$ cat src/sv/sha512_pkg.sv
// Shared types, constants and round functions of the SHA-512 engine.
// No dependencies.
package sha512_pkg;

  typedef struct packed {
    logic [63:0] word;
    logic        final_word;
  } blk_word_t;

  typedef struct packed {
    logic full;
    logic empty;
  } q_stat_t;

  function automatic logic [63:0] init_hash(input logic [2:0] idx);
    logic [63:0] r;
    case (idx)
      3'd0: r = 64'h6a09e667f3bcc908;
      3'd1: r = 64'hbb67ae8584caa73b;
      3'd2: r = 64'h3c6ef372fe94f82b;
      3'd3: r = 64'ha54ff53a5f1d36f1;
      3'd4: r = 64'h510e527fade682d1;
      3'd5: r = 64'h9b05688c2b3e6c1f;
      3'd6: r = 64'h1f83d9abfb41bd6b;
      default: r = 64'h5be0cd19137e2179;
    endcase
    return r;
  endfunction

  function automatic logic [63:0] round_k(input logic [6:0] t);
    logic [63:0] r;
    case (t)
      7'd0: r = 64'h428a2f98d728ae22;  7'd1: r = 64'h7137449123ef65cd;
      7'd2: r = 64'hb5c0fbcfec4d3b2f;  7'd3: r = 64'he9b5dba58189dbbc;
      7'd4: r = 64'h3956c25bf348b538;  7'd5: r = 64'h59f111f1b605d019;
      7'd6: r = 64'h923f82a4af194f9b;  7'd7: r = 64'hab1c5ed5da6d8118;
      7'd8: r = 64'hd807aa98a3030242;  7'd9: r = 64'h12835b0145706fbe;
      7'd10: r = 64'h243185be4ee4b28c; 7'd11: r = 64'h550c7dc3d5ffb4e2;
      7'd12: r = 64'h72be5d74f27b896f; 7'd13: r = 64'h80deb1fe3b1696b1;
      7'd14: r = 64'h9bdc06a725c71235; 7'd15: r = 64'hc19bf174cf692694;
      7'd16: r = 64'he49b69c19ef14ad2; 7'd17: r = 64'hefbe4786384f25e3;
      7'd18: r = 64'h0fc19dc68b8cd5b5; 7'd19: r = 64'h240ca1cc77ac9c65;
      7'd20: r = 64'h2de92c6f592b0275; 7'd21: r = 64'h4a7484aa6ea6e483;
      7'd22: r = 64'h5cb0a9dcbd41fbd4; 7'd23: r = 64'h76f988da831153b5;
      7'd24: r = 64'h983e5152ee66dfab; 7'd25: r = 64'ha831c66d2db43210;
      7'd26: r = 64'hb00327c898fb213f; 7'd27: r = 64'hbf597fc7beef0ee4;
      7'd28: r = 64'hc6e00bf33da88fc2; 7'd29: r = 64'hd5a79147930aa725;
      7'd30: r = 64'h06ca6351e003826f; 7'd31: r = 64'h142929670a0e6e70;
      7'd32: r = 64'h27b70a8546d22ffc; 7'd33: r = 64'h2e1b21385c26c926;
      7'd34: r = 64'h4d2c6dfc5ac42aed; 7'd35: r = 64'h53380d139d95b3df;
      7'd36: r = 64'h650a73548baf63de; 7'd37: r = 64'h766a0abb3c77b2a8;
      7'd38: r = 64'h81c2c92e47edaee6; 7'd39: r = 64'h92722c851482353b;
      7'd40: r = 64'ha2bfe8a14cf10364; 7'd41: r = 64'ha81a664bbc423001;
      7'd42: r = 64'hc24b8b70d0f89791; 7'd43: r = 64'hc76c51a30654be30;
      7'd44: r = 64'hd192e819d6ef5218; 7'd45: r = 64'hd69906245565a910;
      7'd46: r = 64'hf40e35855771202a; 7'd47: r = 64'h106aa07032bbd1b8;
      7'd48: r = 64'h19a4c116b8d2d0c8; 7'd49: r = 64'h1e376c085141ab53;
      7'd50: r = 64'h2748774cdf8eeb99; 7'd51: r = 64'h34b0bcb5e19b48a8;
      7'd52: r = 64'h391c0cb3c5c95a63; 7'd53: r = 64'h4ed8aa4ae3418acb;
      7'd54: r = 64'h5b9cca4f7763e373; 7'd55: r = 64'h682e6ff3d6b2b8a3;
      7'd56: r = 64'h748f82ee5defb2fc; 7'd57: r = 64'h78a5636f43172f60;
      7'd58: r = 64'h84c87814a1f0ab72; 7'd59: r = 64'h8cc702081a6439ec;
      7'd60: r = 64'h90befffa23631e28; 7'd61: r = 64'ha4506cebde82bde9;
      7'd62: r = 64'hbef9a3f7b2c67915; 7'd63: r = 64'hc67178f2e372532b;
      7'd64: r = 64'hca273eceea26619c; 7'd65: r = 64'hd186b8c721c0c207;
      7'd66: r = 64'heada7dd6cde0eb1e; 7'd67: r = 64'hf57d4f7fee6ed178;
      7'd68: r = 64'h06f067aa72176fba; 7'd69: r = 64'h0a637dc5a2c898a6;
      7'd70: r = 64'h113f9804bef90dae; 7'd71: r = 64'h1b710b35131c471b;
      7'd72: r = 64'h28db77f523047d84; 7'd73: r = 64'h32caab7b40c72493;
      7'd74: r = 64'h3c9ebe0a15c9bebc; 7'd75: r = 64'h431d67c49c100d4c;
      7'd76: r = 64'h4cc5d4becb3e42b6; 7'd77: r = 64'h597f299cfc657e2a;
      7'd78: r = 64'h5fcb6fab3ad6faec; 7'd79: r = 64'h6c44198c4a475817;
      default: r = '0;
    endcase
    return r;
  endfunction

  function automatic logic [63:0] rotr(input logic [63:0] x, input int n);
    return (x >> n) | (x << (64 - n));
  endfunction

  function automatic logic [63:0] big_sig0(input logic [63:0] x);
    return rotr(x, 28) ^ rotr(x, 34) ^ rotr(x, 39);
  endfunction

  function automatic logic [63:0] big_sig1(input logic [63:0] x);
    return rotr(x, 14) ^ rotr(x, 18) ^ rotr(x, 41);
  endfunction

  function automatic logic [63:0] sml_sig0(input logic [63:0] x);
    return rotr(x, 1) ^ rotr(x, 8) ^ (x >> 7);
  endfunction

  function automatic logic [63:0] sml_sig1(input logic [63:0] x);
    return rotr(x, 19) ^ rotr(x, 61) ^ (x >> 6);
  endfunction

endpackage

$ cat src/sv/sha512_front.sv
// Front end: takes message words, counts the length and emits the padded
// block word stream. Depends on sha512_pkg.
module sha512_front (
  input  logic                  clk_i,
  input  logic                  rst_ni,
  input  logic                  in_valid_i,
  output logic                  in_ready_o,
  input  logic [63:0]           message_word_i,
  input  logic [3:0]            byte_count_i,
  input  logic                  last_word_i,
  output logic                  push_valid_o,
  input  sha512_pkg::q_stat_t   q_stat_i,
  output sha512_pkg::blk_word_t push_data_o
);
  import sha512_pkg::*;

  localparam logic [1:0] ST_TAKE = 2'd0;
  localparam logic [1:0] ST_MARK = 2'd1;
  localparam logic [1:0] ST_ZERO = 2'd2;
  localparam logic [1:0] ST_LEN  = 2'd3;

  logic [1:0]  st_q, st_d;
  logic [3:0]  fill_q, fill_d;
  logic [63:0] len_q, len_d;
  logic [3:0]  nb;
  logic [63:0] pad_word;
  logic        push_ok;

  assign nb      = (byte_count_i > 4'd8) ? 4'd8 : byte_count_i;
  assign push_ok = !q_stat_i.full;
  assign in_ready_o = (st_q == ST_TAKE) && push_ok;

  // keep the valid leading bytes, put the 0x80 byte right after them
  always_comb begin
    for (int b = 0; b < 8; b++) begin
      if (4'(b) < nb) begin
        pad_word[63-8*b -: 8] = message_word_i[63-8*b -: 8];
      end else if (4'(b) == nb) begin
        pad_word[63-8*b -: 8] = 8'h80;
      end else begin
        pad_word[63-8*b -: 8] = 8'h00;
      end
    end
  end

  always_comb begin
    st_d         = st_q;
    fill_d       = fill_q;
    len_d        = len_q;
    push_valid_o = 1'b0;
    push_data_o  = '{word: '0, final_word: 1'b0};
    unique case (st_q)
      ST_TAKE: begin
        if (in_valid_i && push_ok) begin
          push_valid_o = 1'b1;
          fill_d       = fill_q + 4'd1;
          if (!last_word_i) begin
            push_data_o.word = message_word_i;
            len_d            = len_q + 64'd64;
          end else begin
            len_d = len_q + {57'd0, nb, 3'd0};
            if (nb == 4'd8) begin
              push_data_o.word = message_word_i;
              st_d             = ST_MARK;
            end else begin
              push_data_o.word = pad_word;
              st_d             = ST_ZERO;
            end
          end
        end
      end
      ST_MARK: begin
        if (push_ok) begin
          push_valid_o     = 1'b1;
          push_data_o.word = 64'h8000_0000_0000_0000;
          fill_d           = fill_q + 4'd1;
          st_d             = ST_ZERO;
        end
      end
      ST_ZERO: begin
        if (push_ok) begin
          push_valid_o = 1'b1;
          fill_d       = fill_q + 4'd1;
          if (fill_q == 4'd14) st_d = ST_LEN;
        end
      end
      ST_LEN: begin
        if (push_ok) begin
          push_valid_o           = 1'b1;
          push_data_o.word       = len_q;
          push_data_o.final_word = 1'b1;
          fill_d                 = '0;
          len_d                  = '0;
          st_d                   = ST_TAKE;
        end
      end
      default: st_d = ST_TAKE;
    endcase
  end

  always_ff @(posedge clk_i or negedge rst_ni) begin
    if (!rst_ni) begin
      st_q   <= ST_TAKE;
      fill_q <= '0;
      len_q  <= '0;
    end else begin
      st_q   <= st_d;
      fill_q <= fill_d;
      len_q  <= len_d;
    end
  end

endmodule

$ cat config.mk
export PLATFORM = sky130hd
export DESIGN_NAME = sha512_front
export DESIGN_NICKNAME = d
export VERILOG_FILES = /design/src/sv/sha512_pkg.sv /design/src/sv/sha512_front.sv
export SDC_FILE = /design/constraint.sdc
export NUM_CORES = 1
export LEC_CHECK = 0
export BUFFER_PORTS_ARGS = -buffer_cell sky130_fd_sc_hd__buf_2
export CAP_MARGIN = 20
export CORE_AREA = 5 5 104 106
export DETAILED_ROUTE_END_ITERATION = 7
export DIE_AREA = 0 0 109 111
export PLACE_DENSITY = 0.8
export SYNTH_ARGS = -nofsm -noshare
export SYNTH_HDL_FRONTEND = slang
export SYNTH_SLANG_ARGS = --single-unit
$ cat constraint.sdc
create_clock -name clk_i -period 2.8 [get_ports clk_i]
set_input_delay 0.42 -clock clk_i [delete_from_list [all_inputs] [get_ports clk_i]]
set_output_delay 0.42 -clock clk_i [all_outputs]
set_load 0.02 [all_outputs]
==> run metrics <==
Non-Filler Instances 920; Max-slew headroom 59.97%; R2R Path End len_q[62]; Yosys warning count 0; Fin. Hold Viols 0; Critical Path Source st_q[0]; clock skew 0.006923 ns; Worst-Skew Late Latency about 0.36 ns; Yosys cell types 60; Reg clk slew, reported paths around 0.08 ns; worst hold slack 0.06080 ns; Seq cells post-synth 67; Initial Utilization 52.75%; CTS sink cnt 67; Via density about 6.2; total power 3.610 mW; gpl congestion 0.9757; first-pass GRT wire length 27330 µm; Die W between 100 and 150 µm; critical path required time 2.38 ns; RSZ-0062 raised after global routing false; Syn Area/Cell 8.045 µm²; synthesis-to-finish area growth 23.02%; Slowest cell on crit path dfrtp_1; Hold WC Path Type in2async; Cell Area, Synth slightly above 5000 µm²; DRC Markers 0; Final #Nets 870; DP Wirelength 12590 µm; Total GRT Usage 27.85%; WP buf/inv 3; placed cell count 903; worst setup margin 0.1507 ns; P_leak 2.819 nW; Layout Cell Area excl Fill 6285 µm²; Synth Instances 635; CP top delay family buffers and inverters; die height ~110 µm; Ports 141; Core Area 9684 µm²; Tmin final 2.649 ns; max-cap viol count 0; Worst setup EP type primary output; layout cell share with drive strength beyond 1 28.08%; final worst-path cycle share 94.62%; vias in the first global route between 5000 and 6000; Crit path largest cell delay 0.42 ns; Clock H-tree levels 3; Setup Viol. Count Final 0; R2R setup slack 0.34 ns; 1st-pass router iterations 6; pre-CTS setup slack 0.1851 ns; Antenna Nets Post-Route 0; via count 5701; placed inst area 6050 µm²; sequential area share after synthesis between 30% and 40%; status completed; GRT overflow 0; critical path launch point type flip-flop; wire length per cell 18.13 µm; Diodes inserted 0; CTS Root Cell clkbuf_8; R2R Path Start len_q[6]; die area 12100 µm²; cts hold-fix bufs 0; fraction of registers with async set/reset 100.0%; Achievable Freq 377.5 MHz; highest fanout seen on the critical path 9; CTS Buffer Depth 2; Num CTS Buffers 9; Routed WL 16680 µm; setup tns final 0 ns; Worst Path Arrival roughly 2.2 ns; initial antenna violation count 0; largest net degree at the start of global routing 45; Slew @ Worst Pin roughly 0.6 ns; IO Port Bufs 139; top_reg_cell synth dfrtp_1; Peak VDD IR 0.2881 mV; Crit Path Category reg2out; row count 36; Starting DRT DRC Count between 500 and 600; R2R depth 7; Synthesized Nets about 720; EDFF count, synth 0; post-layout util about two thirds; CTS tree done; Pwr Density 574.4 nW/µm²; Slew Limit Fails 0; crit-path cells inv_2, ha_4, and3b_2, o211a_1, nor2b_1, buf_4, o21ai_0, a21oi_1, buf_2
cell usage after synthesis, types with 16 or more instances:
cell | n | area share (%)
o31ai_1 | 17 | 2.5
inv_1 | 16 | 1.2
nor2_1 | 102 | 7.5
nand3_1 | 23 | 2.3
or3_1 | 19 | 2.3
a21oi_1 | 54 | 5.3
nand4_1 | 27 | 3.3
a22oi_1 | 55 | 8.1
o21ai_0 | 36 | 3.5
dfrtp_1 | 67 | 33
or4_1 | 23 | 3.4
nand2_1 | 48 | 3.5
clkbuf_1 | 24 | 1.8
cells by family (layout without fill, tap and decap cells):
group,Yosys count,count (layout),synth area share [%]
and+or+nand+nor,301,301,32.72
AOI/OAI and AO/OA,182,182,22.56
DFF,67,67,32.82
buffers and inverters,52,204,4.923
xor gates and xnor gates,16,16,2.743
adders and majority gates,14,14,3.576
muxes,3,3,0.6612
layout by cell type, fill, tap and decap left out, drive strengths merged, types with 3 or more instances in the layout:
cell type	netlist	final
nand2	49	49
nand4	35	35
nor2b	9	9
inv	16	16
o21ai	36	36
mux2i	3	3
o211ai	5	5
a21oi	54	54
a22oi	55	55
buf	10	172
nor2	103	103
or3	20	20
nor4	7	7
or4	23	23
dfrtp	67	67
clkbuf	25	11
and3	3	3
ha	13	13
o31ai	17	17
xor2	14	14
or2	3	3
nand3	27	27
and2	6	6
nor3	8	8
worst max path at each step:
stage | endpoint | slack [ns] | depth (start not counted)
final | push_data_o[8] | 0.15 | 9
after global routing | push_data_o[8] | 0.003 | 9
after CTS | push_data_o[8] | 0.002 | 9
after detailed placement | len_q[49] | 0.19 | 10
after global placement | len_q[49] | 0.26 | 10
after floorplan | push_data_o[40] | 0.17 | 8
power by group:
part / internal, mW / switching, mW
sequential: 1.06 / 0.126
combinational: 0.530 / 0.993
clock: 0.499 / 0.400
total: 2.09 / 1.52
layout make-up:
class / count / area (µm²)
repair buffers: 172 / 955.9
inverters: 16 / 60.06
multi-input cells: 516 / 3217
clock inverters: 5 / 77.57
clock buffers: 11 / 131.4
flip-flops and latches: 67 / 1677
well taps: 133 / 166.4
fillers: 853 / 3400
metal layers:
layer	share of wire (%)	vias up	global-route usage, %
li1	-	2663	-
met3	9.0	32	3.378
met5	0	-	0
met4	2.0	0	9.848
met1	41	2722	38.21
met2	48	284	44.92
timing repair:
item,CTS,global route
setup buffers,0,1
endpoints found under the hold margin,0,0
resized for setup,2,5
setup endpoints to repair,29,47
gates cloned,0,0
worst reg2reg max path: cells and delay by family, from the launching register on:
kind                       cells  cell delay, ns
DFF                            1            0.47
and+or+nand+nor                2            0.68
AOI/OAI and AO/OA              3            0.61
adders and majority gates      1            0.38
buffers and inverters          1            0.22
registers in the layout, indices dropped and copies added (netlist names):
signal  flops
fill_q      4
len_q      61
st_q        2
Note: power is estimated with default switching activity, not from simulation.
