## src/sv/sha512_pkg.sv

```systemverilog
// Shared types, constants and round functions of the SHA-512 engine.
// No dependencies.
package sha512_pkg;

  typedef struct packed {
    logic [63:0] word;
    logic        final_word;
  } blk_word_t;

  typedef struct packed {
    logic full;
    logic empty;
  } q_stat_t;

  function automatic logic [63:0] init_hash(input logic [2:0] idx);
    logic [63:0] r;
    case (idx)
      3'd0: r = 64'h6a09e667f3bcc908;
      3'd1: r = 64'hbb67ae8584caa73b;
      3'd2: r = 64'h3c6ef372fe94f82b;
      3'd3: r = 64'ha54ff53a5f1d36f1;
      3'd4: r = 64'h510e527fade682d1;
      3'd5: r = 64'h9b05688c2b3e6c1f;
      3'd6: r = 64'h1f83d9abfb41bd6b;
      default: r = 64'h5be0cd19137e2179;
    endcase
    return r;
  endfunction

  function automatic logic [63:0] round_k(input logic [6:0] t);
    logic [63:0] r;
    case (t)
      7'd0: r = 64'h428a2f98d728ae22;  7'd1: r = 64'h7137449123ef65cd;
      7'd2: r = 64'hb5c0fbcfec4d3b2f;  7'd3: r = 64'he9b5dba58189dbbc;
      7'd4: r = 64'h3956c25bf348b538;  7'd5: r = 64'h59f111f1b605d019;
      7'd6: r = 64'h923f82a4af194f9b;  7'd7: r = 64'hab1c5ed5da6d8118;
      7'd8: r = 64'hd807aa98a3030242;  7'd9: r = 64'h12835b0145706fbe;
      7'd10: r = 64'h243185be4ee4b28c; 7'd11: r = 64'h550c7dc3d5ffb4e2;
      7'd12: r = 64'h72be5d74f27b896f; 7'd13: r = 64'h80deb1fe3b1696b1;
      7'd14: r = 64'h9bdc06a725c71235; 7'd15: r = 64'hc19bf174cf692694;
      7'd16: r = 64'he49b69c19ef14ad2; 7'd17: r = 64'hefbe4786384f25e3;
      7'd18: r = 64'h0fc19dc68b8cd5b5; 7'd19: r = 64'h240ca1cc77ac9c65;
      7'd20: r = 64'h2de92c6f592b0275; 7'd21: r = 64'h4a7484aa6ea6e483;
      7'd22: r = 64'h5cb0a9dcbd41fbd4; 7'd23: r = 64'h76f988da831153b5;
      7'd24: r = 64'h983e5152ee66dfab; 7'd25: r = 64'ha831c66d2db43210;
      7'd26: r = 64'hb00327c898fb213f; 7'd27: r = 64'hbf597fc7beef0ee4;
      7'd28: r = 64'hc6e00bf33da88fc2; 7'd29: r = 64'hd5a79147930aa725;
      7'd30: r = 64'h06ca6351e003826f; 7'd31: r = 64'h142929670a0e6e70;
      7'd32: r = 64'h27b70a8546d22ffc; 7'd33: r = 64'h2e1b21385c26c926;
      7'd34: r = 64'h4d2c6dfc5ac42aed; 7'd35: r = 64'h53380d139d95b3df;
      7'd36: r = 64'h650a73548baf63de; 7'd37: r = 64'h766a0abb3c77b2a8;
      7'd38: r = 64'h81c2c92e47edaee6; 7'd39: r = 64'h92722c851482353b;
      7'd40: r = 64'ha2bfe8a14cf10364; 7'd41: r = 64'ha81a664bbc423001;
      7'd42: r = 64'hc24b8b70d0f89791; 7'd43: r = 64'hc76c51a30654be30;
      7'd44: r = 64'hd192e819d6ef5218; 7'd45: r = 64'hd69906245565a910;
      7'd46: r = 64'hf40e35855771202a; 7'd47: r = 64'h106aa07032bbd1b8;
      7'd48: r = 64'h19a4c116b8d2d0c8; 7'd49: r = 64'h1e376c085141ab53;
      7'd50: r = 64'h2748774cdf8eeb99; 7'd51: r = 64'h34b0bcb5e19b48a8;
      7'd52: r = 64'h391c0cb3c5c95a63; 7'd53: r = 64'h4ed8aa4ae3418acb;
      7'd54: r = 64'h5b9cca4f7763e373; 7'd55: r = 64'h682e6ff3d6b2b8a3;
      7'd56: r = 64'h748f82ee5defb2fc; 7'd57: r = 64'h78a5636f43172f60;
      7'd58: r = 64'h84c87814a1f0ab72; 7'd59: r = 64'h8cc702081a6439ec;
      7'd60: r = 64'h90befffa23631e28; 7'd61: r = 64'ha4506cebde82bde9;
      7'd62: r = 64'hbef9a3f7b2c67915; 7'd63: r = 64'hc67178f2e372532b;
      7'd64: r = 64'hca273eceea26619c; 7'd65: r = 64'hd186b8c721c0c207;
      7'd66: r = 64'heada7dd6cde0eb1e; 7'd67: r = 64'hf57d4f7fee6ed178;
      7'd68: r = 64'h06f067aa72176fba; 7'd69: r = 64'h0a637dc5a2c898a6;
      7'd70: r = 64'h113f9804bef90dae; 7'd71: r = 64'h1b710b35131c471b;
      7'd72: r = 64'h28db77f523047d84; 7'd73: r = 64'h32caab7b40c72493;
      7'd74: r = 64'h3c9ebe0a15c9bebc; 7'd75: r = 64'h431d67c49c100d4c;
      7'd76: r = 64'h4cc5d4becb3e42b6; 7'd77: r = 64'h597f299cfc657e2a;
      7'd78: r = 64'h5fcb6fab3ad6faec; 7'd79: r = 64'h6c44198c4a475817;
      default: r = '0;
    endcase
    return r;
  endfunction

  function automatic logic [63:0] rotr(input logic [63:0] x, input int n);
    return (x >> n) | (x << (64 - n));
  endfunction

  function automatic logic [63:0] big_sig0(input logic [63:0] x);
    return rotr(x, 28) ^ rotr(x, 34) ^ rotr(x, 39);
  endfunction

  function automatic logic [63:0] big_sig1(input logic [63:0] x);
    return rotr(x, 14) ^ rotr(x, 18) ^ rotr(x, 41);
  endfunction

  function automatic logic [63:0] sml_sig0(input logic [63:0] x);
    return rotr(x, 1) ^ rotr(x, 8) ^ (x >> 7);
  endfunction

  function automatic logic [63:0] sml_sig1(input logic [63:0] x);
    return rotr(x, 19) ^ rotr(x, 61) ^ (x >> 6);
  endfunction

endpackage

```

## src/sv/sha512_fifo.sv

```systemverilog
// Four-entry word queue between front and back end.
// Depends on sha512_pkg.
module sha512_fifo (
  input  logic                  clk_i,
  input  logic                  rst_ni,
  input  logic                  push_i,
  input  sha512_pkg::blk_word_t push_data_i,
  input  logic                  pop_i,
  output sha512_pkg::blk_word_t pop_data_o,
  output sha512_pkg::q_stat_t   stat_o
);
  import sha512_pkg::*;

  blk_word_t  mem_q [4];
  logic [1:0] wr_q, rd_q;
  logic [2:0] cnt_q;
  logic       do_push, do_pop;

  assign stat_o.full  = (cnt_q == 3'd4);
  assign stat_o.empty = (cnt_q == 3'd0);
  assign do_push      = push_i && !stat_o.full;
  assign do_pop       = pop_i && !stat_o.empty;
  assign pop_data_o   = mem_q[rd_q];

  always_ff @(posedge clk_i) begin
    if (do_push) mem_q[wr_q] <= push_data_i;
  end

  always_ff @(posedge clk_i or negedge rst_ni) begin
    if (!rst_ni) begin
      wr_q  <= '0;
      rd_q  <= '0;
      cnt_q <= '0;
    end else begin
      if (do_push) wr_q <= wr_q + 2'd1;
      if (do_pop)  rd_q <= rd_q + 2'd1;
      cnt_q <= cnt_q + {2'd0, do_push} - {2'd0, do_pop};
    end
  end

endmodule

```

## config.mk

```make
export PLATFORM = sky130hd
export DESIGN_NAME = sha512_fifo
export DESIGN_NICKNAME = d
export VERILOG_FILES = /design/src/sv/sha512_pkg.sv /design/src/sv/sha512_fifo.sv
export SDC_FILE = /design/constraint.sdc
export NUM_CORES = 1
export LEC_CHECK = 0
export BUFFER_PORTS_ARGS = -buffer_cell sky130_fd_sc_hd__buf_2
export CAP_MARGIN = 5
export CORE_AREA = 2 2 161 163
export CTS_CLUSTER_DIAMETER = 100
export DETAILED_ROUTE_END_ITERATION = 8
export DIE_AREA = 0 0 163 165
export PLACE_DENSITY_LB_ADDON = 0.15
export SYNTH_ARGS = -nofsm -noshare
export SYNTH_HDL_FRONTEND = slang
export SYNTH_SLANG_ARGS = --single-unit
export TNS_END_PERCENT = 20
```

## constraint.sdc

```tcl
create_clock -name clk_i -period 2.96 [get_ports clk_i]
set_input_delay 0.296 -clock clk_i [delete_from_list [all_inputs] [get_ports clk_i]]
set_output_delay 0.296 -clock clk_i [all_outputs]
set_load 0.005 [all_outputs]
```

==> metrics.txt <==
# TYPE chip_impl_metric gauge
chip_impl_metric{name="number_of_global_route_vias_before_repair",unit=""} 5226
chip_impl_metric{name="tightest_slew",unit="ns"} 0.6722
chip_impl_metric{name="number_of_buffers_created_by_cts",unit=""} 28
chip_impl_metric{name="max_capacitance_violation_count",unit=""} 0
chip_impl_metric{name="area.sequential",unit="mm²"} 0.007990
chip_impl_metric{name="antenna_violations_before_repair",unit=""} 0
chip_impl_info{name="synth_largest_area_cell",value="edfxtp_1"} 1
chip_impl_info{name="cts_tree",value="built"} 1
chip_impl_info{name="cp_slowest_cell",value="dfrtp_4"} 1
chip_impl_metric{name="global_route.usage.total",unit="%"} 14.26
chip_impl_metric{name="drtPass1Iterations",unit=""} 4
chip_impl_metric{name="required_time_of_the_critical_path",unit="ns"} 2.66
chip_impl_info{name="most_instantiated_cells_after_synthesis",value="edfxtp_1, mux4_2, dfrtp_1, ha_1, inv_1"} 1
chip_impl_metric{name="fraction_of_the_mapped_netlist_area_in_adder_cells",unit="%"} 0.9624
chip_impl_info{name="largest_cells_by_area_after_synthesis",value="edfxtp_1, mux4_2, dfrtp_1"} 1
chip_impl_metric{name="vias_per_cell",unit=""} 4.940
chip_impl_metric{name="routabilityCongestion",unit=""} 0.6616
chip_impl_metric{name="power.static_leakage",unit="µW"} 0.004367
chip_impl_info{name="unrepaired_setup_endpoints_after_global_routing",value="false"} 1
chip_impl_metric{name="maximum_number_of_buffers_from_clock_root_to_sink",unit=""} 3
chip_impl_metric{name="number_of_synthesized_flops_with_an_enable_pin",unit=""} 260
chip_impl_metric{name="yosysTopAreaCellShare",unit="%"} 79.02
chip_impl_metric{name="slew_headroom",unit="%"} 55.19
chip_impl_metric{name="die_h",unit="µm"} 165
chip_impl_metric{name="io_pins",unit=""} 136
chip_impl_metric{name="die_area",unit="mm²"} 0.02690
chip_impl_metric{name="worstPathMaxFanout",unit=""} 23
chip_impl_metric{name="layout_worst_path_cycle_share",unit="%"} 88.23
chip_impl_metric{name="drt-total-wl",unit="µm"} 19080
chip_impl_metric{name="final_cell_area",unit="mm²"} 0.01260
chip_impl_metric{name="irDropWorstVdd",unit="V"} 0.0006126
chip_impl_metric{name="syn2layout_area_growth",unit="%"} 27.49
chip_impl_metric{name="synth_warnings",unit=""} 0
chip_impl_metric{name="grt_max_degree",unit=""} 42
chip_impl_metric{name="synth_simple_gate_area_share",unit="%"} 1.051
chip_impl_metric{name="synth_cell_type_count",unit=""} 21
chip_impl_metric{name="layout.filler_cells",unit=""} 2069
chip_impl_metric{name="vias",unit=""} 4747
chip_impl_info{name="yosysMostFrequentCell",value="edfxtp_1"} 1
chip_impl_info{name="run_status",value="completed"} 1
chip_impl_metric{name="synthMuxAreaShare",unit="%"} 14.82
chip_impl_metric{name="die_width",unit="µm"} 163
chip_impl_metric{name="final_number_of_setup_violating_endpoints",unit=""} 0
chip_impl_metric{name="async_reset_ff_share",unit="%"} 2.622
chip_impl_metric{name="cts.clk_slew.worst_paths",unit="ns"} 0.06
chip_impl_metric{name="grt_first_pass_wirelength",unit="µm"} 28920
chip_impl_info{name="postSynth.topFlopCell",value="edfxtp_1"} 1
chip_impl_metric{name="remaining_drc_errors",unit=""} 0
chip_impl_metric{name="yosys_register_bits",unit=""} 267
chip_impl_metric{name="placement_cell_area",unit="mm²"} 0.01100
chip_impl_metric{name="synth-compound-area-share",unit="%"} 0.3166
chip_impl_metric{name="cts.sink_count",unit=""} 267
chip_impl_metric{name="avgRoutedWirePerCell",unit="µm"} 19.85
chip_impl_metric{name="max_freq",unit="MHz"} 382.9
chip_impl_metric{name="finalClockSkew",unit="ns"} 0.01053
chip_impl_info{name="combinational_family_with_the_most_area_after_synthesis",value="multiplexers"} 1
chip_impl_metric{name="synth_fp_nets",unit=""} 457
chip_impl_metric{name="slowest_delay",unit="ns"} 0.74
chip_impl_metric{name="slew_viol_final",unit=""} 0
chip_impl_metric{name="syn-mean-instance-area",unit="µm²"} 25.93
chip_impl_metric{name="power_density",unit="mW/mm²"} 954.5
chip_impl_info{name="cts_root_buffer",value="clkbuf_16"} 1
chip_impl_metric{name="hpwlAfterDp",unit="µm"} 11290
chip_impl_info{name="start_kind",value="flop"} 1
chip_impl_metric{name="final_layout_size_suffix_gt1_share",unit="%"} 41.52
chip_impl_metric{name="xor_xnor_share_of_the_synthesized_area",unit="%"} 0.3546
chip_impl_metric{name="detail_route.iter0.violations",unit=""} 253
chip_impl_info{name="timing.setup.critical_path_class",value="reg -> out"} 1
chip_impl_metric{name="coreArea",unit="mm²"} 0.02504
chip_impl_info{name="hp-class",value="in -> reg"} 1
chip_impl_metric{name="overflow",unit=""} 0
chip_impl_info{name="timing.critical_path.to_type",value="output pin"} 1
chip_impl_metric{name="setup_total_negative_slack",unit="ns"} 0
chip_impl_metric{name="period_minus_slack",unit="ns"} 2.612
chip_impl_info{name="worstPathCellList",value="buf_4, mux4_2, buf_2"} 1
chip_impl_metric{name="ant_nets",unit=""} 0
chip_impl_metric{name="postCtsSetupRepairBufs",unit=""} 0
chip_impl_metric{name="diodes_inserted",unit=""} 0
chip_impl_metric{name="clk-insertion-delay-late",unit="ns"} 0.53
chip_impl_metric{name="placement.io_buffers",unit=""} 135
chip_impl_metric{name="timing.final.hold_violations",unit=""} 0
chip_impl_metric{name="cp.arrival",unit="ns"} 2.32
chip_impl_metric{name="cts-htree-levels",unit=""} 1
chip_impl_metric{name="synthCells",unit=""} 381
chip_impl_metric{name="layout.nets",unit=""} 687
chip_impl_metric{name="fp-row-count",unit=""} 58
chip_impl_metric{name="multiInputGateArea",unit="mm²"} 0.001744
chip_impl_metric{name="syn_area",unit="mm²"} 0.009881
chip_impl_metric{name="initial_core_util",unit="%"} 39.47
chip_impl_metric{name="synth.yosys.seq_area_share",unit="%"} 80.79
worst max-delay path: cells and delay by family (launching register included):
| family | cells | cell delay (ns) |
|---|---|---|
| flops | 1 | 0.74 |
| buf+inv | 2 | 0.49 |
| mux | 1 | 0.55 |
kinds of logic (layout without fill, tap and decap cells):
group | after synthesis | in the layout
AOI/OAI and AO/OA | 4 | 4
xor gates and xnor gates | 4 | 4
adders and majority gates | 7 | 7
buffers and inverters | 21 | 271
DFF | 267 | 267
muxes | 65 | 65
and+or+nand+nor | 13 | 13
report_power, final:
| part | internal, µW | total [µW] | leakage (µW) | switching, µW |
|---|---|---|---|---|
| sequential | 4990 | 5380 | 0.00246 | 389 |
| clock | 2160 | 3510 | 0.000463 | 1350 |
| combinational | 1670 | 3140 | 0.00144 | 1470 |
cell type report:
| class | instances | area share [%] |
|---|---|---|
| well taps | 330 | 3.278 |
| inverters | 6 | 0.1788 |
| multi-input cells | 93 | 13.85 |
| clock buffers | 32 | 5.681 |
| flip-flops and latches | 267 | 63.43 |
| repair buffers | 215 | 11.84 |
| clock inverters | 18 | 1.748 |
flip-flops by register name (all words and copies together) (netlist names):
name	cells
cnt_q	3
mem_q	260
rd_q	2
wr_q	2
per-layer routing:
| metal | GRT usage, % | wire length [µm] |
|---|---|---|
| met2 | 25.60 | 9915 |
| met1 | 17.75 | 7811 |
| met5 | 0 | 0 |
| met4 | 3.741 | 299 |
| met3 | 2.838 | 1052 |
stage by stage:
step | total power, µW | std cells | hold WS, ns | util [%] | worst slack, ns
6_report | 12020 | 961 | 0.09939 | 50.31 | 0.3484
5_1_grt | 12640 | 961 | 0.09755 | 50.31 | 0.1738
4_1_cts | 12290 | 961 | 0.06742 | 50.31 | 0.2272
3_5_place_dp | 8669 | 845 | 0.1490 | 43.94 | 0.6478
3_3_place_gp | 8575 | 845 | 0.1453 | 43.94 | 0.8168
2_1_floorplan | 7351 | 381 | 0.0004090 | - | 0.2589
path summary, 6_finish.rpt:
check / cells after the start / startpoint / endpoint / slack, ns
worst max-delay path: 3 / rd_q[0] / pop_data_o[59] / 0.35
worst min-delay path: 3 / pop_i / rd_q[0] / 0.1
worst max register to register: 8 / cnt_q[1] / cnt_q[2] / 0.67
worst min register to register: 2 / wr_q[1] / wr_q[1] / 0.63
max in group asynchronous: 2 / rst_ni / rd_q[0] / 2.62
min in group asynchronous: 2 / rst_ni / cnt_q[1] / 0.14
repair_timing:
action | 4_1_cts | 5_1_grt
hold endpoints to repair | 267 | 0
hold buffers | 66 | 0
resized for setup | 0 | 0
cells in the final DEF (no fill, tap or decap), types with 2 or more instances in the layout:
cell / count
nand4bb_1: 2
buf_4: 10
clkinv_2: 7
bufinv_16: 5
edfxtp_1: 260
clkbuf_16: 28
mux4_2: 65
buf_2: 135
xnor2_1: 4
buf_12: 4
clkinv_1: 5
dfrtp_4: 2
inv_1: 6
nand2b_1: 4
clkbuf_1: 4
and3b_4: 4
dlygate4sd3_1: 66
o211ai_1: 2
ha_1: 6
dfrtp_1: 5
No activity file was read; power rests on OpenSTA's default activity.
